[config.mk]
export PLATFORM = sky130hd
export DESIGN_NAME = button_event_detector
export DESIGN_NICKNAME = d
export VERILOG_FILES = /design/src/hdl/bed_pkg.sv /design/src/hdl/bed_front.sv /design/src/hdl/bed_queue.sv /design/src/hdl/bed_back.sv /design/src/hdl/button_event_detector.sv
export SDC_FILE = /design/constraint.sdc
export NUM_CORES = 1
export LEC_CHECK = 0
export BUFFER_PORTS_ARGS = -buffer_cell sky130_fd_sc_hd__buf_2
export CAP_MARGIN = 5
export CORE_MARGIN = 3
export CORE_UTILIZATION = 63
export DETAILED_ROUTE_END_ITERATION = 6
export GPL_TIMING_DRIVEN = 0
export MAX_ROUTING_LAYER = met4
export PLACE_DENSITY = 0.76
export SETUP_SLACK_MARGIN = 0.4
export SYNTH_ARGS = -nofsm -noshare
export SYNTH_HDL_FRONTEND = slang
export SYNTH_SLANG_ARGS = --single-unit
[constraint.sdc]
create_clock -name clock -period 8.9 [get_ports clock]
set_input_delay 2.67 -clock clock [delete_from_list [all_inputs] [get_ports clock]]
set_output_delay 2.67 -clock clock [all_outputs]
set_load 0.03 [all_outputs]
[src/hdl/bed_pkg.sv]
// Shared types and constants of the button event detector.
package bed_pkg;

   localparam int NUM_BUTTONS = 8;
   localparam int COUNT_BITS  = 16;

   // At most eight results are produced per tick.
   localparam int RESULT_LIMIT = 8;
   localparam int EFF_BUTTONS  = (NUM_BUTTONS < RESULT_LIMIT) ? NUM_BUTTONS : RESULT_LIMIT;
   localparam int IDX_W        = (EFF_BUTTONS > 1) ? $clog2(EFF_BUTTONS) : 1;

   // Width used when comparing the tick counter with the 16-bit thresholds.
   localparam int THRESH_W = 16;
   localparam int CMP_W    = (COUNT_BITS > THRESH_W) ? COUNT_BITS : THRESH_W;

   localparam int QUEUE_DEPTH = 4;
   localparam int QPTR_W      = $clog2(QUEUE_DEPTH);

   // Configuration register indexes.
   localparam logic [2:0] CSR_PRESSED_MASK = 3'd0;
   localparam logic [2:0] CSR_BUTTON_COUNT = 3'd1;
   localparam logic [2:0] CSR_SHORT_TICKS  = 3'd2;
   localparam logic [2:0] CSR_LONG_TICKS   = 3'd3;
   localparam logic [2:0] CSR_HOLD_TICKS   = 3'd4;
   localparam logic [2:0] CSR_GAP_TICKS    = 3'd5;

   typedef logic [IDX_W-1:0]      bed_idx_type;
   typedef logic [COUNT_BITS-1:0] bed_cnt_type;
   typedef logic [COUNT_BITS:0]   bed_cntx_type;
   typedef logic [CMP_W-1:0]      bed_cmp_type;

   // One button's work for one tick.
   typedef struct packed {
      bed_idx_type idx;
      logic        pressed;
      logic        first;
      logic        last;
   } bed_job_type;

   // Timing thresholds used by the event logic.
   typedef struct packed {
      logic [THRESH_W-1:0] short_press_ticks;
      logic [THRESH_W-1:0] long_press_ticks;
      logic [THRESH_W-1:0] long_hold_ticks;
      logic [THRESH_W-1:0] click_gap_ticks;
   } bed_cfg_type;

endpackage

[src/hdl/bed_front.sv]
// Front end: accepts scan ticks and issues one job per enabled button.
module bed_front (
   input  logic                  clock,
   input  logic                  reset,
   input  logic                  req_tvalid,
   output logic                  req_tready,
   input  logic [7:0]            req_tdata,
   input  logic [7:0]            pressed_mask,
   input  logic [3:0]            button_count,
   output logic                  push,
   output bed_pkg::bed_job_type  push_job,
   input  logic                  queue_full
);

   typedef enum logic {
      FR_IDLE,
      FR_ISSUE
   } front_state_type;

   localparam logic [3:0] EFF_COUNT = 4'(bed_pkg::EFF_BUTTONS);

   front_state_type                 state_ff;
   bed_pkg::bed_idx_type            idx_ff;
   logic                            first_ff;
   logic [bed_pkg::EFF_BUTTONS-1:0] pressed_ff;

   logic [3:0] n_enabled;
   logic [7:0] pressed_bits;
   logic       accept;

   assign n_enabled    = (button_count > EFF_COUNT) ? EFF_COUNT : button_count;
   assign pressed_bits = ~(req_tdata ^ pressed_mask);
   assign req_tready   = (state_ff == FR_IDLE);
   assign accept       = req_tvalid && req_tready;

   assign push              = (state_ff == FR_ISSUE) && !queue_full;
   assign push_job.idx      = idx_ff;
   assign push_job.pressed  = pressed_ff[idx_ff];
   assign push_job.first    = first_ff;
   assign push_job.last     = (idx_ff == '0);

   always_ff @(posedge clock) begin
      if (reset) begin
         state_ff <= FR_IDLE;
         idx_ff   <= '0;
         first_ff <= 1'b0;
      end else begin
         unique case (state_ff)
            FR_IDLE: begin
               // A tick with no enabled buttons is taken and dropped.
               if (accept && (n_enabled != 4'd0)) begin
                  state_ff   <= FR_ISSUE;
                  idx_ff     <= bed_pkg::bed_idx_type'(n_enabled - 4'd1);
                  first_ff   <= 1'b1;
                  pressed_ff <= pressed_bits[bed_pkg::EFF_BUTTONS-1:0];
               end
            end
            FR_ISSUE: begin
               if (push) begin
                  first_ff <= 1'b0;
                  if (idx_ff == '0) begin
                     state_ff <= FR_IDLE;
                  end else begin
                     idx_ff <= idx_ff - 1'b1;
                  end
               end
            end
            default: state_ff <= FR_IDLE;
         endcase
      end
   end

endmodule

[src/hdl/bed_queue.sv]
// Short job queue between the front end and the event engine.
module bed_queue (
   input  logic                 clock,
   input  logic                 reset,
   input  logic                 push,
   input  bed_pkg::bed_job_type push_job,
   output logic                 full,
   input  logic                 pop,
   output bed_pkg::bed_job_type pop_job,
   output logic                 not_empty
);

   bed_pkg::bed_job_type slot_ff [bed_pkg::QUEUE_DEPTH];
   logic [bed_pkg::QPTR_W-1:0] wr_ptr_ff;
   logic [bed_pkg::QPTR_W-1:0] rd_ptr_ff;
   logic [bed_pkg::QPTR_W:0]   fill_ff;

   assign full      = (fill_ff == (bed_pkg::QPTR_W + 1)'(bed_pkg::QUEUE_DEPTH));
   assign not_empty = (fill_ff != '0);
   assign pop_job   = slot_ff[rd_ptr_ff];

   always_ff @(posedge clock) begin
      if (reset) begin
         wr_ptr_ff <= '0;
         rd_ptr_ff <= '0;
         fill_ff   <= '0;
      end else begin
         if (push && !full) begin
            slot_ff[wr_ptr_ff] <= push_job;
            wr_ptr_ff          <= wr_ptr_ff + 1'b1;
         end
         if (pop && not_empty) begin
            rd_ptr_ff <= rd_ptr_ff + 1'b1;
         end
         priority if ((push && !full) && !(pop && not_empty)) begin
            fill_ff <= fill_ff + 1'b1;
         end else if (!(push && !full) && (pop && not_empty)) begin
            fill_ff <= fill_ff - 1'b1;
         end
      end
   end

endmodule

[src/hdl/bed_back.sv]
// Event engine: one button per cycle while not stalled; registers each result.
module bed_back (
   input  logic                 clock,
   input  logic                 reset,
   input  bed_pkg::bed_cfg_type cfg,
   input  logic                 job_valid,
   input  bed_pkg::bed_job_type job,
   output logic                 job_pop,
   output logic                 rsp_tvalid,
   input  logic                 rsp_tready,
   output logic [15:0]          rsp_tdata,
   output logic                 rsp_tlast
);

   typedef enum logic [1:0] {
      ST_UP    = 2'd0,
      ST_DOWN  = 2'd1,
      ST_MULTI = 2'd2
   } stage_type;

   localparam logic [3:0] EV_NONE        = 4'd0;
   localparam logic [3:0] EV_DOWN        = 4'd1;
   localparam logic [3:0] EV_REPEAT      = 4'd4;
   localparam logic [3:0] EV_SHORT_START = 4'd5;
   localparam logic [3:0] EV_SHORT_UP    = 4'd6;
   localparam logic [3:0] EV_LONG_START  = 4'd7;
   localparam logic [3:0] EV_LONG_UP     = 4'd8;
   localparam logic [3:0] EV_HOLD        = 4'd9;
   localparam logic [3:0] EV_HOLD_UP     = 4'd10;

   localparam bed_pkg::bed_cnt_type CNT_MAX = '1;

   stage_type            stage_ff [bed_pkg::EFF_BUTTONS];
   bed_pkg::bed_cnt_type tick_ff  [bed_pkg::EFF_BUTTONS];
   logic [7:0]           click_ff [bed_pkg::EFF_BUTTONS];
   logic [3:0]           event_ff [bed_pkg::EFF_BUTTONS];

   logic [3:0] active_ff;
   logic       rsp_valid_ff;
   logic [2:0] rsp_idx_ff;
   logic [3:0] rsp_code_ff;
   logic       rsp_fired_ff;
   logic [3:0] rsp_active_ff;
   logic       rsp_last_ff;

   stage_type            cur_stage, stage_in;
   bed_pkg::bed_cnt_type cur_tick, tick_in;
   logic [7:0]           cur_click, click_in;
   logic [3:0]           cur_event, event_in, want, click_code;
   bed_pkg::bed_cntx_type tick_inc;
   bed_pkg::bed_cmp_type  t_cmp;
   logic       fired;
   logic       ge_hold, ge_long, ge_short, gt_gap;
   logic [3:0] active_base, active_sum;

   assign job_pop = job_valid && (!rsp_valid_ff || rsp_tready);

   assign cur_stage = stage_ff[job.idx];
   assign cur_tick  = tick_ff[job.idx];
   assign cur_click = click_ff[job.idx];
   assign cur_event = event_ff[job.idx];

   assign tick_inc = bed_pkg::bed_cntx_type'(cur_tick) + bed_pkg::bed_cntx_type'(1);

   always_comb begin
      stage_in = cur_stage;
      tick_in  = cur_tick;
      click_in = cur_click;
      event_in = cur_event;
      fired    = 1'b0;
      want     = EV_NONE;

      // The counter runs in every stage but up, and wraps to the hold threshold.
      if (cur_stage != ST_UP) begin
         if (tick_inc >= bed_pkg::bed_cntx_type'(CNT_MAX)) begin
            tick_in = bed_pkg::bed_cnt_type'(cfg.long_hold_ticks);
         end else begin
            tick_in = tick_inc[bed_pkg::COUNT_BITS-1:0];
         end
      end
      t_cmp    = bed_pkg::bed_cmp_type'(tick_in);
      ge_hold  = t_cmp >= bed_pkg::bed_cmp_type'(cfg.long_hold_ticks);
      ge_long  = t_cmp >= bed_pkg::bed_cmp_type'(cfg.long_press_ticks);
      ge_short = t_cmp >= bed_pkg::bed_cmp_type'(cfg.short_press_ticks);
      gt_gap   = t_cmp >  bed_pkg::bed_cmp_type'(cfg.click_gap_ticks);

      // One or two clicks give click or double, three and more give repeat.
      click_code = (cur_click < 8'd3) ? (cur_click[3:0] + 4'd1) : EV_REPEAT;

      unique case (cur_stage)
         ST_UP: begin
            if (job.pressed) begin
               tick_in  = '0;
               click_in = '0;
               event_in = EV_DOWN;
               fired    = 1'b1;
               stage_in = ST_DOWN;
            end else begin
               event_in = EV_NONE;
            end
         end
         ST_DOWN: begin
            if (job.pressed) begin
               if (cur_click != 8'd0) begin
                  if (gt_gap) begin
                     event_in = click_code;
                     fired    = 1'b1;
                     tick_in  = '0;
                     click_in = '0;
                  end
               end else if (ge_hold) begin
                  want = EV_HOLD;
               end else if (ge_long) begin
                  want = EV_LONG_START;
               end else if (ge_short) begin
                  want = EV_SHORT_START;
               end
               if ((want != EV_NONE) && (cur_event != want)) begin
                  event_in = want;
                  fired    = 1'b1;
               end
            end else begin
               if (ge_hold) begin
                  event_in = EV_HOLD_UP;
                  fired    = 1'b1;
                  stage_in = ST_UP;
               end else if (ge_long) begin
                  event_in = EV_LONG_UP;
                  fired    = 1'b1;
                  stage_in = ST_UP;
               end else if (ge_short) begin
                  event_in = EV_SHORT_UP;
                  fired    = 1'b1;
                  stage_in = ST_UP;
               end else begin
                  stage_in = ST_MULTI;
                  if (cur_click != 8'hFF) begin
                     click_in = cur_click + 8'd1;
                  end
               end
            end
         end
         ST_MULTI: begin
            if (job.pressed) begin
               stage_in = ST_DOWN;
               tick_in  = '0;
            end else if (gt_gap) begin
               event_in = click_code;
               fired    = 1'b1;
               stage_in = ST_UP;
            end
         end
         default: stage_in = ST_UP;
      endcase

      active_base = job.first ? 4'd0 : active_ff;
      active_sum  = active_base + ((stage_in != ST_UP) ? 4'd1 : 4'd0);
   end

   always_ff @(posedge clock) begin
      if (reset) begin
         for (int i = 0; i < bed_pkg::EFF_BUTTONS; i++) begin
            stage_ff[i] <= ST_UP;
            tick_ff[i]  <= '0;
            click_ff[i] <= '0;
            event_ff[i] <= EV_NONE;
         end
         active_ff    <= '0;
         rsp_valid_ff <= 1'b0;
      end else begin
         if (job_pop) begin
            stage_ff[job.idx] <= stage_in;
            tick_ff[job.idx]  <= tick_in;
            click_ff[job.idx] <= click_in;
            event_ff[job.idx] <= event_in;
            active_ff         <= active_sum;
            rsp_valid_ff      <= 1'b1;
         end else if (rsp_tready) begin
            rsp_valid_ff <= 1'b0;
         end
      end
   end

   always_ff @(posedge clock) begin
      if (job_pop) begin
         rsp_idx_ff    <= 3'(job.idx);
         rsp_code_ff   <= event_in;
         rsp_fired_ff  <= fired;
         rsp_active_ff <= job.last ? active_sum : 4'd0;
         rsp_last_ff   <= job.last;
      end
   end

   assign rsp_tvalid = rsp_valid_ff;
   assign rsp_tdata  = {4'd0, rsp_active_ff, rsp_fired_ff, rsp_code_ff, rsp_idx_ff};
   assign rsp_tlast  = rsp_last_ff;

endmodule

[src/hdl/button_event_detector.sv]
// Button event detector: top level with configuration registers, front end, queue and engine.
//
// Each input transaction is one scan tick carrying the raw level of every button, and the
// block answers with one result transaction per enabled button, from the highest index
// down to button 0; the final one has tlast set and carries the number of enabled buttons
// that are not in the up stage. The front end takes a tick and then issues one button job per
// cycle into a four-entry queue while the queue is not full, and accepts the next tick only
// after the last job of the current one is pushed. The event engine behind the queue
// handles one button per cycle while the consumer keeps rsp_tready high or no result is
// pending. A tick that arrives with no buttons enabled is accepted and produces no result.
// The configuration registers are written through csr_we, csr_addr and csr_wdata; the
// user must write them only while the block is idle, which the block itself does not
// enforce. Writes to indexes above five are ignored.
module button_event_detector (
   input  logic        clock,
   input  logic        reset,
   // Tick input.
   input  logic        req_tvalid,
   output logic        req_tready,
   input  logic [7:0]  req_tdata,   // [7:0] raw_levels
   // Per-button results.
   output logic        rsp_tvalid,
   input  logic        rsp_tready,
   output logic [15:0] rsp_tdata,   // [2:0] button_index, [6:3] event_code,
                                    // [7] event_fired, [11:8] active_count, [15:12] zero
   output logic        rsp_tlast,   // last_result
   // Configuration writes.
   input  logic        csr_we,
   input  logic [2:0]  csr_addr,
   input  logic [15:0] csr_wdata
);

   logic [7:0]           mask_ff;
   logic [3:0]           count_ff;
   bed_pkg::bed_cfg_type cfg_ff;

   logic                 push;
   bed_pkg::bed_job_type push_job;
   logic                 queue_full;
   logic                 pop;
   bed_pkg::bed_job_type pop_job;
   logic                 queue_not_empty;

   // Register file; thresholds come out of reset at their documented defaults.
   always_ff @(posedge clock) begin
      if (reset) begin
         mask_ff                  <= 8'd0;
         count_ff                 <= 4'd0;
         cfg_ff.short_press_ticks <= 16'd3;
         cfg_ff.long_press_ticks  <= 16'd50;
         cfg_ff.long_hold_ticks   <= 16'd150;
         cfg_ff.click_gap_ticks   <= 16'd30;
      end else if (csr_we) begin
         unique case (csr_addr)
            bed_pkg::CSR_PRESSED_MASK: mask_ff                  <= csr_wdata[7:0];
            bed_pkg::CSR_BUTTON_COUNT: count_ff                 <= csr_wdata[3:0];
            bed_pkg::CSR_SHORT_TICKS:  cfg_ff.short_press_ticks <= csr_wdata;
            bed_pkg::CSR_LONG_TICKS:   cfg_ff.long_press_ticks  <= csr_wdata;
            bed_pkg::CSR_HOLD_TICKS:   cfg_ff.long_hold_ticks   <= csr_wdata;
            bed_pkg::CSR_GAP_TICKS:    cfg_ff.click_gap_ticks   <= csr_wdata;
            default: ;
         endcase
      end
   end

   bed_front u_front (
      .clock        (clock),
      .reset        (reset),
      .req_tvalid   (req_tvalid),
      .req_tready   (req_tready),
      .req_tdata    (req_tdata),
      .pressed_mask (mask_ff),
      .button_count (count_ff),
      .push         (push),
      .push_job     (push_job),
      .queue_full   (queue_full)
   );

   bed_queue u_queue (
      .clock     (clock),
      .reset     (reset),
      .push      (push),
      .push_job  (push_job),
      .full      (queue_full),
      .pop       (pop),
      .pop_job   (pop_job),
      .not_empty (queue_not_empty)
   );

   bed_back u_back (
      .clock      (clock),
      .reset      (reset),
      .cfg        (cfg_ff),
      .job_valid  (queue_not_empty),
      .job        (pop_job),
      .job_pop    (pop),
      .rsp_tvalid (rsp_tvalid),
      .rsp_tready (rsp_tready),
      .rsp_tdata  (rsp_tdata),
      .rsp_tlast  (rsp_tlast)
   );

endmodule
Yosys cells after proc, flatten, opt, wreduce, memory -nomap -nowiden
Memories as Yosys holds them, arrays and structs flattened. A register that Yosys moved wholly into a read port is not among the register bits.
Cells that the tools add are included.
{ "op_classes": {"mux": 93, "reduce_logical": 39, "eq_ne": 13, "add_sub_neg": 10, "bitwise": 4, "order_cmp": 8} }
{ "ops": {"columns": ["operator", "count"], "rows": [
  ["$mux 16", 7],
  ["$mux 8", 9],
  ["$mux 4", 17],
  ["$ge 16x16->1", 3],
  ["$pmux 16 s2", 1],
  ["$mux 1", 31],
  ["$mux 3", 10],
  ["$mux 2", 10],
  ["$add 16x1->17 const B", 1],
  ["$ge 17x16->1 const B", 1],
  ["$gt 16x16->1", 1],
  ["$pmux 8 s2", 1],
  ["$reduce_or 16->1", 1],
  ["$reduce_and 2->1", 7],
  ["$pmux 4 s3", 1],
  ["$eq 3x3->1 const B", 3],
  ["$logic_and 1x1->1", 9],
  ["$sub 3x1->3 const B", 3],
  ["$add 8x1->8 const B", 1],
  ["$lt 8x2->1 const B", 1],
  ["$ne 8x8->1 const B", 1],
  ["$not 8->8", 1],
  ["$reduce_bool 2->1", 4],
  ["$reduce_bool 4->1", 2],
  ["other kinds (30)", 41]
]} }
{ "word_totals": {"wordCells": 192, "register_bits": 114, "input_bits": 32, "n_memories": 5, "ramBits": 264} }
{ "memory_table": {"columns": ["name", "depth", "word_bits", "rd", "rd_ports_with_merged_regs", "wr", "line", "text"], "rows": [
  ["u_back.tick_ff", 8, 16, 1, 0, 8, "bed_back.sv:34", "bed_pkg::bed_cnt_type tick_ff [bed_pkg::EFF_BUTTONS];"],
  ["u_back.click_ff", 8, 8, 1, 0, 8, "bed_back.sv:35", "logic [7:0] click_ff [bed_pkg::EFF_BUTTONS];"],
  ["u_back.event_ff", 8, 4, 1, 0, 8, "bed_back.sv:36", "logic [3:0] event_ff [bed_pkg::EFF_BUTTONS];"],
  ["u_queue.slot_ff", 4, 6, 1, 1, 1, "bed_queue.sv:13", "bed_pkg::bed_job_type slot_ff [bed_pkg::QUEUE_DEPTH];"],
  ["u_back.stage_ff", 8, 2, 1, 0, 8, "bed_back.sv:33", "stage_type stage_ff [bed_pkg::EFF_BUTTONS];"]
]} }

Depth between registers and ports, before layout
An unclocked memory read counts as a cell.
{ "depth": {"word_depth": 18, "ltp_mapped": 36} }

By module
Synthesis repeated with hierarchy kept, for this count alone.
{ "unflattened": {"cells_unflattened": 1789, "hier_area_um2": 20040.5} }
{ "by_module_without_submodules": {"columns": ["mod", "area_each_um2", "cells_each", "seq_area_each_um2", "instances"], "rows": [
  ["bed_back", 14915.6, 1373, 7697.4, 1],
  ["button_event_detector", 3054.2, 281, 1521.5, 1],
  ["bed_queue", 1385.1, 80, 900.9, 1],
  ["bed_front", 685.7, 55, 340.3, 1]
]} }

Worst setup path after synthesis
OpenSTA, ideal clock, no wires.
{ "synth_timing": {"kind": "register to register", "startpoint": "reg (tool-made name)", "endpoint": "reg u_back.active_ff[3]", "path_slack_ns": 2.245, "stages_incl_launch_ff": 30, "period_less_slack_ns": 6.655, "path_buffers": 4, "t_arrival_ns": 6.584, "cell_sequence": "dfxtp_1 buf_6 mux4_2 buf_6 buf_6 mux2i_1 mux2i_1 nand4_1 a21oi_1 nand4_2 xnor2_2 o31a_4 or2_1 buf_4 o21ai_4 inv_1 ha_1 a21o_1 a21o_1 a211oi_1 o211ai_1 a221oi_1 nand2_1 nor2_1 o21ai_1 nand2_1 ha_1 nand3_1 or4_1 a21oi_1"} }
{ "synth_lines": {"columns": ["element", "line", "text"], "rows": [
  ["end signal, assigned", "bed_back.sv:176", "active_ff <= active_sum;"],
  ["end, declared", "bed_back.sv:38", "logic [3:0] active_ff;"]
]} }

==> results.toml <==
[route]
drc_errors = 0
finalWirelength_um = 52200
wl_met2_um = 25100
first_pass_iters = 7
viasPerCell = 6.26
dr.max_layer_used = "met4"
dr.first_iter.drc_count = 1538
wire_per_inst_um = 22.8
m1WireLength_um = 20000
num_vias = 14316
ant_nets = 0
wl_met3_um = 5380

[timing]
fmax_mhz = 124
post-route-period-util = 0.905
rsz0062_at_grt = "yes"
fin_setup_tns_ns = 0
worst_pin_slew_ns = 1.09
fin_crit_ns = 8.05
finalClockSkew_ns = 0.0313
slew_headroom = 0.267
hold_viol = 0
whs_ns = 0.456
report.final.slew_viol_count = 0
setup_viol = 0

[worst_setup_path]
critPathArrivalTime_ns = 8.50
path_class = "reg2reg"
crit_top_cell = "buf_6"
rrSetupSlack_ns = 0.85
max_stage_delay_ns = 0.59
worstReg2RegEnd = "u_back.active_ff[3]$_SDFFE_PP0P_"
crit_path_start_kind = "flop"
cp_slowest_cell = "mux4_2"
crit_end = "u_back.active_ff[3]$_SDFFE_PP0P_"
worst_r2r_path_depth = 29
critPathCaptureType = "flop"
worstPathMaxFanout = 10
cp.required_ns = 9.35

[placement]
dpl_cell_area_um2 = 20300
port_buffers = 44
dp_hpwl_um = 36200
place.gp.congestion = 0.949
placed_cells = 2214

[clock_tree]
clk_pin_slew_ns = 0.06
cts_hold_buf = 0
cts.htree.levels = 2
cts_tree = "built"
cts_buffer_depth = 3
cts_buffers = 40
clkLatencyLatePin_ns = 0.54
cts_num_sinks = 380
cts_root_buf = "clkbuf_16"

[global_route]
track_usage = 0.324
grt_max_degree = 29
antenna_found_initial = 1
overflow = 0
grt_pass1_vias = 14315
grt_pass1_wl_um = 80400

[final_layout]
syn_to_final_growth_pct = 11.5
layout_commonest_cell = "edfxtp_1"
fin_util = 0.721
final_cell_mix = "edfxtp_1, nor2_1, nand2_1, mux2i_1, a21oi_1"
final_area_um2 = 21700
drive_gt1_frac = 0.136
diodes = 0
fin_nets = 1978
instances_no_fill = 2288

[floorplan]
start_util = 0.647
io_pins = 51
rows = 63
die-width_um = 182
core_um2 = 30000
die_area_um2 = 33000
die_h_um = 182

[yosys]
yosysTopAreaCellShare = 0.440
yosys-top-cells-area = "edfxtp_1, dfxtp_1, mux2i_1"
synth_edf_count = 285
synth.largest_area_cell = "edfxtp_1"
async_flop_share = 0
synthesis.instances = 1769
synth.distinct_cells = 89
syn_avg_cell_area_um2 = 11.0
synth_seq_area_share = 0.538
ys_warn_count = 0
synth_area_um2 = 19400
synth_ff_type = "edfxtp_1"
ys_ff_latch = 380

[power]
ir_drop_v = 0.000176
p_leak_nw = 8.28
p_per_area_nw_per_um2 = 320

[worst_hold_path]
hold_path_class = "reg2reg"

[run_status]
outcome = "finished, final reports clean"

[run]
drv_cap = 0
## cell usage after synthesis, types with 8 or more instances
| master | count |
|---|---|
| a21o_1 | 23 |
| a21oi_1 | 107 |
| a22oi_1 | 28 |
| and2_1 | 13 |
| buf_2 | 24 |
| buf_4 | 13 |
| buf_6 | 8 |
| clkbuf_1 | 43 |
| dfxtp_1 | 95 |
| edfxtp_1 | 285 |
| ha_1 | 76 |
| inv_1 | 101 |
| mux2i_1 | 106 |
| mux4_2 | 32 |
| nand2_1 | 216 |
| nand2b_1 | 19 |
| nand3_1 | 32 |
| nand3b_1 | 16 |
| nand4_1 | 14 |
| nor2_1 | 277 |
| nor2b_1 | 12 |
| nor3_1 | 22 |
| nor3b_1 | 18 |
| o21a_1 | 10 |
| o21ai_0 | 28 |
| xnor2_1 | 16 |
## worst min-delay path by stage
stage / cells past startpoint / end / startpoint / slack, ns
after CTS: 2 / cfg_ff[8]$_SDFFE_PP0P_ / cfg_ff[8]$_SDFFE_PP0P_ / 0.46
after global routing: 2 / cfg_ff[10]$_SDFFE_PP0P_ / cfg_ff[10]$_SDFFE_PP0P_ / 0.48
final: 2 / cfg_ff[10]$_SDFFE_PP0P_ / cfg_ff[10]$_SDFFE_PP0P_ / 0.46
after detailed placement: 2 / cfg_ff[8]$_SDFFE_PP0P_ / cfg_ff[8]$_SDFFE_PP0P_ / 0.45
after global placement: 2 / u_back.active_ff[0]$_SDFFE_PP0P_ / u_back.active_ff[0]$_SDFFE_PP0P_ / 0.44
after floorplan: 2 / u_back.active_ff[0]$_SDFFE_PP0P_ / u_back.active_ff[0]$_SDFFE_PP0P_ / 0.43
## metal layers
metal / up-vias / global-route usage
li1: 6522 / -
met1: 6868 / 0.423
met2: 812 / 0.516
met3: 114 / 0.0617
met4: 0 / 0.105
met5: - / -
## final cells by class
class                   instances  area [µm²]
plain buffers                  91         513
clock inverters                17         121
well taps                     390         488
clock buffers                  54        1090
fillers                      2152        8370
repair buffers                 55         403
multi-input cells            1199        8210
flip-flops and latches        380       10500
inverters                     102         385
## through the flow
step | setup slack [ns] | power [W]
after floorplan | 2.25 | 0.00432
after CTS | 0.435 | 0.00680
after detailed placement | -0.0563 | 0.00524
after global routing | 0.377 | 0.00727
final | 0.849 | 0.00694
after global placement | 0.0565 | 0.00514
## report_power, final
part,internal [W],total (W),leakage (nW),switching (W)
registers,0.00211,0.00217,3.68,0.0000557
clock network,0.000888,0.00157,0.589,0.000681
logic,0.00108,0.00320,4.02,0.00212
## timing repair
action	4_1_cts	5_1_grt
setup buffers	0	3
resized for setup	3	13
endpoints found under the setup margin	42	176
pin swaps	0	2
## critical path: cells and delay by family (launching register included)
family,cells,cell delay [ns]
buffers and inverters,5,0.91
AO/OA/AOI/OAI,10,2.81
multiplexers,3,1.04
flip-flops,1,0.32
AND/OR/NAND/NOR,9,2.28
adder cells (fa/ha/maj),2,0.59
## flip-flops by register name (all words and copies together) (netlist names), 2 cells and up, named ones only
register and cells:
u_back.tick_ff 128, cfg_ff 64, u_back.click_ff 64, u_back.event_ff 32
u_queue.slot_ff 24, u_back.stage_ff 16, mask_ff 8, u_front.pressed_ff 8
count_ff 4, u_back.active_ff 4, u_back.rsp_active_ff 4, u_back.rsp_code_ff 4
u_back.rsp_idx_ff 3, u_front.idx_ff 3, u_queue.fill_ff 3, u_queue.rd_ptr_ff 2
u_queue.wr_ptr_ff 2
## logic make-up after synthesis
logic type / synth area share
other: 0.000193
adders and majority gates: 0.0500
muxes: 0.100
xor gates and xnor gates: 0.00985
and+or+nand+nor: 0.156
AOI/OAI and AO/OA: 0.0993
DFF: 0.538
buffers and inverters: 0.0462
Note: power is estimated with default switching activity, not from simulation.
